==> config.mk <==
export PLATFORM = sky130hd
export DESIGN_NAME = asc_fin
export DESIGN_NICKNAME = d
export VERILOG_FILES = /design/src/sv/asc_pkg.sv /design/src/sv/asc_fin.sv
export SDC_FILE = /design/constraint.sdc
export NUM_CORES = 1
export LEC_CHECK = 0
export BUFFER_PORTS_ARGS = -buffer_cell sky130_fd_sc_hd__buf_4
export CELL_PAD_IN_SITES_DETAIL_PLACEMENT = 1
export CELL_PAD_IN_SITES_GLOBAL_PLACEMENT = 2
export CORE_AREA = 2 2 220 222
export CTS_BUF_LIST = sky130_fd_sc_hd__clkbuf_16
export DETAILED_ROUTE_END_ITERATION = 10
export DIE_AREA = 0 0 222 224
export PLACE_DENSITY = 0.87
export SYNTH_ARGS = -nofsm -noshare
export SYNTH_HDL_FRONTEND = slang
export SYNTH_SLANG_ARGS = --single-unit
==> constraint.sdc <==
create_clock -name i_clk -period 18.6 [get_ports i_clk]
set_input_delay 3.72 -clock i_clk [delete_from_list [all_inputs] [get_ports i_clk]]
set_output_delay 3.72 -clock i_clk [all_outputs]
set_load 0.02 [all_outputs]
==> src/sv/asc_pkg.sv <==
// Shared constants, configuration and pipeline item types for the size-class engine.
`timescale 1ns / 1ps

package asc_pkg;

    // Page, line, chunk and word geometry
    localparam int PAGE_BYTES  = 4096;
    localparam int PAGE_ORDER  = $clog2(PAGE_BYTES);
    localparam int LINE_SIZE   = 64;
    localparam int LINE_ORDER  = 6;
    localparam int CHUNK_ORDER = 5;
    localparam int WORD_ORDER  = 3;

    // Block size register width and derived divider geometry
    localparam int BLK_W     = 31;
    localparam int DIV_STEPS = BLK_W - LINE_ORDER;
    localparam int LINE_W    = 40;
    localparam int DVS_W     = LINE_W - LINE_ORDER;
    localparam int BPAD_W    = PAGE_ORDER;

    // Layout status codes
    typedef enum logic [1:0] {
        ST_OK       = 2'd0,
        ST_MISMATCH = 2'd1,
        ST_NOFIT    = 2'd2,
        ST_PAD      = 2'd3
    } t_status;

    // Configuration registers as the datapath sees them
    typedef struct packed {
        logic [2:0]       uo;
        logic [6:0]       ub;
        logic [3:0]       sx;
        logic [5:0]       hb;
        logic [BLK_W-1:0] bs;
    } t_cfg;

    // Item carried down the pipeline; each stage fills its own fields
    typedef struct packed {
        logic                 op;
        logic [15:0]          idx;
        logic [31:0]          x;
        logic [31:0]          len1;
        logic [15:0]          cls;
        logic [31:0]          len0;
        logic [38:0]          data;
        logic [5:0]           pad;
        logic [31:0]          chunks;
        logic [31:0]          qw;
        logic [BPAD_W-1:0]    tw;
        logic [26:0]          bchunks;
        logic [DVS_W-1:0]     dvs;
        logic [DIV_STEPS-1:0] quo;
        logic [DIV_STEPS-1:0] rem;
        logic [BPAD_W-1:0]    prod;
    } t_item;

    // Result item as delivered
    typedef struct packed {
        logic [15:0]       class_out;
        logic [31:0]       class_length;
        logic [31:0]       line_chunks;
        logic [5:0]        line_pad;
        logic [31:0]       line_qwords;
        logic [26:0]       block_chunks;
        logic [26:0]       lines_per_block;
        logic [BPAD_W-1:0] block_pad;
        t_status           status;
    } t_result;

endpackage

==> src/sv/asc_fin.sv <==
// Final stages: block pad, layout checks and the result register.
`timescale 1ns / 1ps

module asc_fin (
    input  logic             i_clk,
    input  logic             i_rst_n,
    input  logic             i_vld,
    output logic             o_rdy,
    input  asc_pkg::t_item   i_item,
    output logic             o_vld,
    input  logic             i_rdy,
    output asc_pkg::t_result o_res
);

    logic [1:0]       r_vld;
    logic [1:0]       adv;
    asc_pkg::t_item   r_it;
    asc_pkg::t_item   n_it;
    asc_pkg::t_result r_res;
    asc_pkg::t_result n_res;

    // Stage 0: settle lines per block, low bits of the lines' total
    always_comb begin
        logic [2*asc_pkg::BPAD_W-1:0] pw;
        n_it = i_item;
        if (i_item.dvs == '0) begin
            n_it.quo = '0;
        end
        pw        = n_it.tw * n_it.quo[asc_pkg::BPAD_W-1:0];
        n_it.prod = pw[asc_pkg::BPAD_W-1:0];
    end

    // Stage 1: pad to the page, status, pick fields by op
    always_comb begin
        logic [asc_pkg::BPAD_W-1:0] bpad;
        logic                       padf;
        bpad  = asc_pkg::BPAD_W'(0) - r_it.prod;
        padf  = asc_pkg::BLK_W'(bpad) > {r_it.rem, asc_pkg::LINE_ORDER'(0)};
        n_res = '0;
        if (r_it.op) begin
            n_res.class_out       = r_it.idx;
            n_res.class_length    = r_it.len1;
            n_res.line_chunks     = r_it.chunks;
            n_res.line_pad        = r_it.pad;
            n_res.line_qwords     = r_it.qw;
            n_res.block_chunks    = r_it.bchunks;
            n_res.lines_per_block = 27'(r_it.quo);
            n_res.block_pad       = bpad;
            if (r_it.cls != r_it.idx) begin
                n_res.status = asc_pkg::ST_MISMATCH;
            end else if (r_it.quo == '0) begin
                n_res.status = asc_pkg::ST_NOFIT;
            end else if (padf) begin
                n_res.status = asc_pkg::ST_PAD;
            end else begin
                n_res.status = asc_pkg::ST_OK;
            end
        end else begin
            n_res.class_out    = r_it.cls;
            n_res.class_length = r_it.len0;
            n_res.status       = asc_pkg::ST_OK;
        end
    end

    assign adv[1] = !r_vld[1] || i_rdy;
    assign adv[0] = !r_vld[0] || adv[1];

    assign o_rdy = adv[0];
    assign o_vld = r_vld[1];
    assign o_res = r_res;

    always_ff @(posedge i_clk) begin
        if (!i_rst_n) begin
            r_vld <= '0;
        end else begin
            if (adv[0]) r_vld[0] <= i_vld;
            if (adv[1]) r_vld[1] <= r_vld[0];
        end
    end

    always_ff @(posedge i_clk) begin
        if (adv[0] && i_vld)    r_it  <= n_it;
        if (adv[1] && r_vld[0]) r_res <= n_res;
    end

endmodule

Word level (Yosys, flattened, before mapping)
Index checks and enable logic that the tools add are counted.
Word-level totals
  bits in registers: 444
  input bits: 377
  output and inout port bits: 188
Operators by class
  $add $sub $neg: 1
  multipliers: 1
  $lt $le $gt $ge: 1
  equal/unequal tests: 1
  muxes and demuxes: 5
  bitwise gates (word level): 1
  reduce and logical (&&, ||, !) cells: 9
Operators with widths (number)
  $mux W48: 1
  $logic_not A34 Y1: 1
  $gt A12 B31 Y1: 1
  $logic_not A25 Y1: 1
  $ne A16 B16 Y1: 1
  $mul A12 B12 Y12: 1
  $mux W12: 1
  $sub A1 B12 Y12 const A: 1
  $mux W2: 2
  $logic_and A1 B1 Y1: 2
  $logic_not A1 Y1: 2
  $logic_or A1 B1 Y1: 2
  $reduce_or A2 Y1: 1
  $mux W1: 1
  $not A1 Y1: 1

Longest topological paths before layout
Gate-level depths: netlist of the first run.
  depth in word-level cells: 5
  gate-level depth with buffers: 23
  gate-level depth less buffers: 22

Worst setup path before layout of the first run
No wires, ideal clock.
  path kind: input to register
  from: input i_rdy
  to: register r_res, in the netlist o_res[0] (enable)
  arrival time: 11.922 ns
  setup slack: 5.925 ns
  stages on the path: 2
  path buffers: 0
  cell sequence: nor2b_1 > nor2b_1
On the way
  word-level cells in the longest chain between the ends: 2
RTL lines
  start, declared: RTL line asc_fin.sv:11  | input logic i_rdy,
  $logic_or A1 B1 Y1: RTL line asc_fin.sv:65  | assign adv[1] = !r_vld[1] || i_rdy;
  $logic_and A1 B1 Y1: RTL line asc_fin.sv:83  | if (adv[1] && r_vld[0]) r_res <= n_res;
  end signal, assigned: RTL line asc_fin.sv:83
  end, declared: RTL line asc_fin.sv:19  | asc_pkg::t_result r_res;
Every way passes these cells.
A chain may end at the register's enable or synchronous reset.

==> impl_metrics.json, run 1 <==
{
  "start_util_pct": 37.5,
  "cap_violations": 0,
  "antenna_found_initial": 3,
  "hp-start": "r_it[171]$_DFFE_PP_",
  "switchingPower_mw": 0.624,
  "die_area_sq_um": 49700,
  "synth_simple_gate_area_share_pct": 9.73,
  "dr.pass1.iters": 4,
  "synth_fa_ha_area_share_pct": 6.93,
  "clk_latency_ns": 0.57,
  "setup_viol": 0,
  "clock_skew_ns": 0.0230,
  "whs_path_depth": 1,
  "final_area_sq_um": 23700,
  "rsz0062_at_grt": "false",
  "syn_to_final_growth_pct": 33.1,
  "peakVddDrop_mv": 0.0617,
  "clkTransAtPathRegs_ns": 0.06,
  "p_per_area_nw_per_um2": 109,
  "clock.fmax_ghz": 0.116,
  "vias": 10726,
  "ys_ff_latch": 442,
  "grt_start_max_net_pins": 89,
  "outcome": "completed",
  "synthDominantCellAreaShare_pct": 74.4,
  "pwr-share-comb_pct": 15.7,
  "numPortBuffers": 479,
  "hold_path.class": "flop to flop",
  "relSlewSlack_pct": 29.4,
  "p_leak_nw": 9.47,
  "nNetsFinal": 2006,
  "dieWidth_microns": 222,
  "fin_setup_tns_ns": 0,
  "worstPathArrival_ns": 8.95,
  "worst_setup_path_start_kind": "primary input",
  "worst-slew-pin-transition_ns": 1.06,
  "gp_congestion": 0.824,
  "cp-startpoint": "i_item[70]",
  "grt_pass1_wl_mm": 73.5,
  "hold_path_end": "o_res[110]$_SDFFCE_PN0P_",
  "critPathMaxFanout": 50,
  "cts_sinks": 442,
  "yosysWarnings": 0,
  "criticalPathCategory": "primary input to flop",
  "clkPwrFrac_pct": 37.1,
  "drcViolationCount": 0,
  "avgSynthCellArea_sq_um": 16.9,
  "vias_per_cell": 4.86,
  "grt_pass1_vias": 11428,
  "reg2reg_slack_ns": 15.40,
  "period_share_pct": 46.5,
  "r2r_start": "r_it[3]$_DFFE_PP_",
  "synthFlopType": "edfxtp_1",
  "synth-compound-area-share_pct": 0.690,
  "seq_power_share_pct": 47.2,
  "synth_area_leader_cell": "edfxtp_1",
  "final_antenna_net_count": 0,
  "ys_types": 37,
  "synth_top_family_by_area": "simple AND/OR/NAND/NOR gates",
  "wl_per_cell_microns": 22.9,
  "reg2reg_depth": 11,
  "synth_area_leaders": "edfxtp_1 (74%), and2_1 (5.5%), fa_1 (4.4%)",
  "wl_mm": 50.7,
  "grt_util_all_layers_pct": 20.0,
  "cts_tree": "done",
  "sw_frac_of_total_pct": 24.3,
  "power.internal_mw": 1.94,
  "worstSetupEndpointType": "flop",
  "netlist_area_sq_um": 17800,
  "die_h_microns": 224,
  "fin_crit_ns": 8.65,
  "synth_xor_area_share_pct": 2.57,
  "hold_viol_final": 0,
  "cts_setup_buffers": 0,
  "core_area_sq_um": 47300,
  "drive_above_1_share_pct": 38.4,
  "r2r-end": "o_res[1]$_SDFFCE_PP0P_",
  "synth_edf_count": 440,
  "cts-resized-gates": 0,
  "slew_viol_final": 0,
  "cts-root-buf": "clkbuf_16",
  "dpl.hpwl_mm": 36.9,
  "ios": 565,
  "h-tree-depth": 2,
  "cts_made_buffers": 47,
  "async_reset_ff_share_pct": 0,
  "muxShareOfSynthArea_pct": 3.04,
  "place_area_sq_um": 22100,
  "rows": 80,
  "drt_iter0_drc": 595,
  "synth-seq-area-share_pct": 74.6,
  "gr-total-overflow": 0,
  "synthCells": 1053,
  "postCtsHoldBufs": 0,
  "worstPathRequired_ns": 18.90,
  "clk_path_buf_depth": 3
}
==> logic make-up (layout without fill, tap and decap cells) <==
group | Yosys count | after routing
AO/OA/AOI/OAI | 19 | 19
XOR/XNOR | 49 | 49
adder cells (fa/ha/maj) | 75 | 75
buffers and inverters | 113 | 649
flip-flops | 442 | 442
multiplexers | 48 | 48
other | 1 | 6
AND/OR/NAND/NOR | 306 | 306
==> cell usage in the layout, fill, tap and decap left out, drive strengths merged, types with 4 or more instances in the layout <==
cell,n
o21a,6
edfxtp,440
nand2,61
nor4,23
inv,84
xnor2,26
nand4,5
nor2b,5
and2,157
fa,39
buf,489
clkinv,19
clkbuf,48
ha,36
mux2,48
nor2,17
xor2,21
and3,25
nor3,5
bufinv,7
a21oi,5
diode,4
==> critical path, stage by stage <==
cell and delay [ns]:
buf_4 0.11, nor4_1 0.29, nand4_1 0.15, nor2_1 0.12
nand3_1 0.09, buf_4 0.26, and2_1 0.29, nand2_1 0.12
fa_1 0.45, fa_1 0.52, inv_1 0.05, fa_1 0.50
fa_1 0.57, inv_1 0.06, fa_1 0.53, inv_1 0.05
ha_1 0.22, o41ai_1 0.41, xnor3_1 0.45
==> cell type report <==
class                           instances  area, sq um
Fill cell                            4637        23700
Sequential cell                       442        13300
Multi-Input combinational cell        499         4100
Timing Repair Buffer                  489         3670
Clock buffer                           48         1200
Tap cell                              615          769
Clock inverter                         37          374
Inverter                               75          282
Antenna cell                            4         10.0
==> flip-flops by register name, summed over array words and instances (netlist names) <==
register	flops
o_res	184
r_vld	2
r_it	256
==> through the flow <==
step,util [%],worst slack (ns),power (mW),hold slack (ns),std cells
after global placement,46.6,9.34,1.62,0.502,2120
after detailed placement,46.6,9.38,1.64,0.512,2120
after floorplan,-,5.93,1.49,0.477,1054
after CTS,49.9,9.97,2.60,0.528,2205
after global routing,50.0,9.66,2.67,0.546,2206
final,50.0,9.95,2.57,0.524,2209
==> cell usage after synthesis, drive strengths merged, types with 2 or more instances <==
cell type  instances
inv               75
xnor2             26
a21oi              5
xnor3              2
buf                6
and3              25
mux2              48
nor2b              5
nor3               5
nand3              3
or4                3
o21a               6
o21ai              3
clkbuf            32
fa                39
nand4              5
nor2              17
ha                36
nor4              23
xor2              21
and2             157
edfxtp           440
nand2             61
dfxtp              2
==> metal layers <==
layer | part of all wire, % | vias to the layer above | global-route usage, % | routed length, microns
met5 | 0.026 | - | 0 | 13
met2 | 52 | 428 | 35.8 | 26400
li1 | - | 4762 | - | -
met3 | 8.0 | 73 | 5.99 | 4040
met1 | 38 | 5461 | 23.4 | 19000
met4 | 2.2 | 2 | 5.60 | 1130
==> power by group through the flow <==
stage                     Clock, mW  Sequential, mW  Combinational [mW]
final                         0.953            1.21               0.403
after global routing           1.01            1.22               0.448
after CTS                     0.980            1.21               0.412
after detailed placement          0            1.23               0.407
after global placement            0            1.23               0.396
after floorplan                   0            1.26               0.227
==> worst max path at each step <==
stage / end / slack [ns] / cells after the start
global placement: r_it[11]$_DFFE_PP_ / 9.34 / 19
detailed placement: r_it[11]$_DFFE_PP_ / 9.38 / 19
global route: r_it[11]$_DFFE_PP_ / 9.66 / 19
floorplan: o_res[0]$_SDFFCE_PN0P_ / 5.93 / 2
finish: r_it[11]$_DFFE_PP_ / 9.95 / 19
CTS: r_it[11]$_DFFE_PP_ / 9.97 / 19
(Power assumes the default switching activity.)
==> run 2: changes to the inputs <==
Settings changed: CORE_AREA 2 2 220 222 to 2 2 239 241, DIE_AREA 0 0 222 224 to 0 0 241 243, PLACE_DENSITY 0.87 to 0.78.
Clock period 18.6 ns to 7.7 ns, I/O delays scaled along.
==> run 2 against run 1 <==
- clock skew shrank 0.0053 ns
- sequential cell count is the same
- wire length fell by 6.1%
- non-clock buffer count increased by 3
- setup slack worse by 8.7 ns
- clock power increased by 130%
- sequential share of layout area down 0.38 points
- sequential power rose by 140%
- first-iteration DRC count is 23% lower
- final cell count rose by 6.7%
- largest cell class unchanged
- largest power group unchanged
- highest routed layer unchanged
==> impl_metrics.json, run 2 (synthesis gave the netlist of run 1 again) <==
{
  "outcome": "completed",
  "fin_ws_ns": 1.25,
  "grtUsageMet3_pct": 5.22,
  "crit_buf_inv": 5,
  "wl_per_cell_microns": 20.2,
  "use_met2_pct": 27.7,
  "use_met1_pct": 18.2,
  "syn_to_final_growth_pct": 34.0,
  "peakVddDrop_mv": 0.166,
  "top_register": "r_it",
  "slew_viol_final": 0,
  "p_leak_nw": 9.49,
  "dpl.hpwl_mm": 35.2,
  "clkTransAtPathRegs_ns": 0.06,
  "worstSetupEndpointType": "flop",
  "worstPathArrival_ns": 6.75,
  "wl_mm": 47.6,
  "dr.pass1.iters": 4,
  "slowest_delay_ns": 0.54,
  "setup_viol": 0,
  "cap_violations": 0,
  "final_antenna_net_count": 0,
  "hold_path.class": "flop to flop",
  "clock_skew_ns": 0.0178,
  "final_common_cell": "buf_4",
  "worstPathRequired_ns": 8.00,
  "cts_setup_buffers": 0,
  "ios": 565,
  "worst_path_most_repeated_cell": "fa_1",
  "numPortBuffers": 479,
  "cts_tree": "done",
  "clock.fmax_ghz": 0.155,
  "start_util_pct": 31.8,
  "drt_iter0_drc": 457,
  "criticalPathCategory": "primary input to flop",
  "h-tree-depth": 2,
  "worst-slew-pin-transition_ns": 1.18,
  "die_area_sq_um": 58600,
  "drcViolationCount": 0,
  "top_usage_layer": "met2",
  "relSlewSlack_pct": 21.4,
  "p_per_area_nw_per_um2": 256,
  "critPathMaxFanout": 20,
  "rsz0062_at_grt": "false",
  "dp_worst_setup_slack_ns": 0.554,
  "antenna_found_initial": 7,
  "slowest_stage": "fa_1",
  "vias_per_cell": 4.36,
  "grt_start_max_net_pins": 143,
  "grt_util_all_layers_pct": 15.8,
  "largest_reg_flops": 256,
  "clk_latency_ns": 0.57,
  "gp_congestion": 0.782,
  "hold_viol_final": 0,
  "final_cell_mix": "buf_4 (491), edfxtp_1 (440), and2_1 (155), inv_1 (85), nand2_1 (61)",
  "die_h_microns": 243,
  "gr-total-overflow": 0,
  "postCtsHoldBufs": 0,
  "fin_setup_tns_ns": 0,
  "drive_above_1_share_pct": 38.5,
  "utilization_pct": 42.6,
  "rows": 87,
  "period_share_pct": 83.8,
  "clk_path_buf_depth": 3,
  "dieWidth_microns": 241,
  "finalPower_mw": 6.09,
  "fin_crit_ns": 6.45,
  "vias": 10283,
  "cts-resized-gates": 0,
  "n_fill_cell": 5776,
  "cts-root-buf": "clkbuf_16",
  "worst_setup_path_start_kind": "primary input",
  "critPathTopFamily": "adder cells",
  "grt_pass1_vias": 11215,
  "whs_ns": 0.525,
  "core_area_sq_um": 56000,
  "cts_sinks": 442,
  "grt_pass1_wl_mm": 68.9,
  "nNetsFinal": 2012,
  "cp_cell_sequence": "buf_4, nor4_1, nand3_1, nor2_1, nand3_1, buf_4, and2_1, nand2_1, fa_1, inv_1, ha_1, fa_1, fa_1, inv_1, fa_1, inv_1, ha_1, o41ai_1, xnor3_1",
  "cts_made_buffers": 50
}
-- run 2: final cells by class --
cell class | instances | area [sq um] | area share (%)
timing repair buffer | 492 | 3710 | 15.6
antenna | 4 | 10.0 | 0.0420
multi-input combinational | 499 | 4100 | 17.2
sequential | 442 | 13300 | 55.6
tap | 756 | 946 | 3.97
clock inverter | 40 | 274 | 1.15
inverter | 75 | 282 | 1.18
clock buffer | 50 | 1250 | 5.25
-- run 2: final timing paths --
kind	slack, ns	from	cells after the start	end
hold / removal	0.52	r_it[170]$_DFFE_PP_	1	o_res[109]$_SDFFCE_PN0P_
hold reg to reg	0.52	r_it[170]$_DFFE_PP_	1	o_res[109]$_SDFFCE_PN0P_
setup reg to reg	4.32	r_it[3]$_DFFE_PP_	11	o_res[0]$_SDFFCE_PN0P_
setup / recovery	1.25	i_item[77]	19	r_it[11]$_DFFE_PP_
-- run 2: report_power, final --
group          leakage (nW)  switching, mW  internal [mW]  total, mW
logic                  4.43          0.495          0.469      0.964
registers              4.26         0.0618           2.86       2.92
clock network         0.794          0.954           1.26       2.21
-- run 2: layer usage --
| metal | vias to the layer above | share of wire, % |
|---|---|---|
| met4 | 8 | 2.1 |
| met2 | 337 | 50 |
| met5 | - | 0.11 |
| met1 | 5097 | 39 |
| li1 | 4766 | - |
| met3 | 75 | 8.6 |
-- run 2: metrics by stage --
stage | std cells | instance area [sq um]
2_1_floorplan | 1054 | 17800
3_3_place_gp | 2264 | 22300
3_5_place_dp | 2264 | 22300
4_1_cts | 2354 | 23800
5_1_grt | 2357 | 23800
6_report | 2358 | 23800
==> run 3: changes to the inputs <==
Settings changed: CORE_AREA 2 2 239 241 to 2 2 229 231, DIE_AREA 0 0 241 243 to 0 0 231 233, PLACE_DENSITY 0.78 to 0.81.
Clock period 7.7 ns to 6.3 ns, I/O delays scaled along.
==> run 3 against run 2 <==
- sequential cell count unchanged
- critical path depth up 2
- final cell count down 2.6%
- setup slack worse by 0.78 ns
- critical path type unchanged
- via count up 2.7%
- sequential share of layout area down 0.30 points
- register-to-register slack worse by 1.3 ns
- clock skew up 0.015 ns
==> impl_metrics.json, run 3 (synthesis gave the netlist of run 1 again) <==
{
  "outcome": "completed",
  "drt_iter0_drc": 575,
  "p_leak_nw": 9.60,
  "reg2reg_slack_ns": 3.00,
  "hold_viol_final": 0,
  "hold_path.class": "flop to flop",
  "gp_congestion": 0.824,
  "grt_start_max_net_pins": 182,
  "clk_latency_ns": 0.59,
  "numPortBuffers": 479,
  "worstSetupEndpointType": "flop",
  "drcViolationCount": 0,
  "syn_to_final_growth_pct": 34.8,
  "r2r-end": "o_res[0]$_SDFFCE_PN0P_",
  "cts_made_buffers": 47,
  "clkPwrFrac_pct": 36.8,
  "met2RoutedLength_mm": 25.0,
  "period_share_pct": 92.5,
  "final_antenna_net_count": 0,
  "cts-root-buf": "clkbuf_16",
  "clock.fmax_ghz": 0.172,
  "setup_viol": 0,
  "dieWidth_microns": 231,
  "whs_ns": 0.521,
  "largest_reg_flops": 256,
  "clk_path_buf_depth": 3,
  "cp_cell_sequence": "buf_4, nor4_1, nand4_1, nor2_1, nand3_1, buf_4, and3_1, fa_1, inv_1, fa_1, inv_1, ha_1, inv_1, fa_1, fa_1, inv_1, ha_1, inv_1, o22ai_1, o41ai_1, xnor3_1",
  "clkTransAtPathRegs_ns": 0.07,
  "core_area_sq_um": 51100,
  "gr-total-overflow": 0,
  "grt_util_all_layers_pct": 18.1,
  "h-tree-depth": 2,
  "fin_crit_ns": 5.83,
  "seq_power_share_pct": 46.6,
  "hp-start": "r_it[121]$_DFFE_PP_",
  "dpl.hpwl_mm": 36.3,
  "drive_above_1_share_pct": 39.0,
  "final_cell_mix": "buf_4 (507), edfxtp_1 (440), and2_1 (155), inv_1 (86), nand2_1 (61)",
  "peakVddDrop_mv": 0.188,
  "worst_setup_path_start_kind": "primary input",
  "slowest_stage": "fa_1",
  "wl_per_cell_microns": 21.6,
  "cts_sinks": 442,
  "final_common_cell": "buf_4",
  "dr.pass1.iters": 4,
  "reg2reg_depth": 11,
  "switchingPower_mw": 1.85,
  "cts-resized-gates": 0,
  "die_h_microns": 233,
  "ios": 565,
  "worst_path_most_repeated_cell": "inv_1",
  "cts_setup_buffers": 0,
  "sw_frac_of_total_pct": 24.2,
  "grt_pass1_wl_mm": 71.8,
  "rows": 83,
  "cts_tree": "done",
  "cap_violations": 0,
  "die_area_sq_um": 53800,
  "p_per_area_nw_per_um2": 320,
  "wl_met3_mm": 4.75,
  "hold_path_end": "o_res[66]$_SDFFCE_PN0P_",
  "start_util_pct": 34.8,
  "power.internal_mw": 5.81,
  "top_layer": "met5",
  "clock_skew_ns": 0.0328,
  "postCtsHoldBufs": 0,
  "fin_setup_tns_ns": 0,
  "criticalPathCategory": "primary input to flop",
  "r2r_start": "r_it[3]$_DFFE_PP_",
  "worstPathRequired_ns": 6.61,
  "vias": 10565,
  "met1_length_mm": 18.6,
  "pwr-share-comb_pct": 16.6,
  "slew_viol_final": 0,
  "grt_pass1_vias": 11311,
  "worstPathArrival_ns": 6.14,
  "relSlewSlack_pct": 24.7,
  "rsz0062_at_grt": "false",
  "finalPower_mw": 7.66,
  "nNetsFinal": 2027,
  "antenna_found_initial": 10,
  "slowest_delay_ns": 0.55,
  "critPathMaxFanout": 9,
  "wl_mm": 49.5,
  "utilization_pct": 46.9,
  "top_register": "r_it",
  "whs_path_depth": 1,
  "vias_per_cell": 4.60,
  "worst-slew-pin-transition_ns": 1.13
}
run 3: cell count changes in the layout (fill, tap and decap cells not counted), moves of 2 or more:
cell / delta
diode_2: +2
buf_4: +16
inv_6: -5
clkinv_2: -4
bufinv_16: +5
clkbuf_16: -2
buf_12: +2
run 3: worst max-delay path, delay by kind of cell:
kind	cells	cell delay (ns)
AOI/OAI and AO/OA	2	0.36
buffers and inverters	7	0.56
and+or+nand+nor	5	0.83
adders and majority gates	6	2.65
xor gates and xnor gates	1	0.47
run 3: worst max-delay path by stage:
stage / cells past startpoint / to / from
floorplan: 21 / r_it[11]$_DFFE_PP_ / i_item[92]
global placement: 19 / r_it[11]$_DFFE_PP_ / i_item[92]
detailed placement: 19 / r_it[11]$_DFFE_PP_ / i_item[70]
CTS: 19 / r_it[11]$_DFFE_PP_ / i_item[70]
global route: 19 / r_it[11]$_DFFE_PP_ / i_item[95]
finish: 21 / r_it[11]$_DFFE_PP_ / i_item[70]
run 3: routing by layer:
layer	track usage, %	vias to the layer above
li1	-	4812
met3	6.74	77
met4	5.36	6
met1	20.9	5283
met5	0	-
met2	31.1	387
run 3: cell type report:
cell class / instances / area (sq um)
Fill cell: 5143 / 27100
Sequential cell: 442 / 13300
Multi-Input combinational cell: 499 / 4100
Timing Repair Buffer: 510 / 3870
Clock buffer: 48 / 1200
Tap cell: 680 / 851
Clock inverter: 37 / 383
Inverter: 75 / 282
Antenna cell: 6 / 15.0
run 3: power by group through the flow:
stage | clock, mW | sequential, mW | combinational, mW
after CTS | 2.89 | 3.57 | 1.31
final | 2.82 | 3.57 | 1.27
after global routing | 3.00 | 3.59 | 1.43
after floorplan | 0 | 3.70 | 0.670
after global placement | 0 | 3.62 | 1.26
after detailed placement | 0 | 3.63 | 1.30
run 3: metrics by stage:
step                worst slack, ns  area [sq um]  instances
finish                        0.470         23900       2297
global route                  0.207         23900       2294
CTS                           0.455         23900       2291
detailed placement           -0.163         22300       2206
global placement             -0.155         22300       2206
floorplan                    0.0814         17800       1054
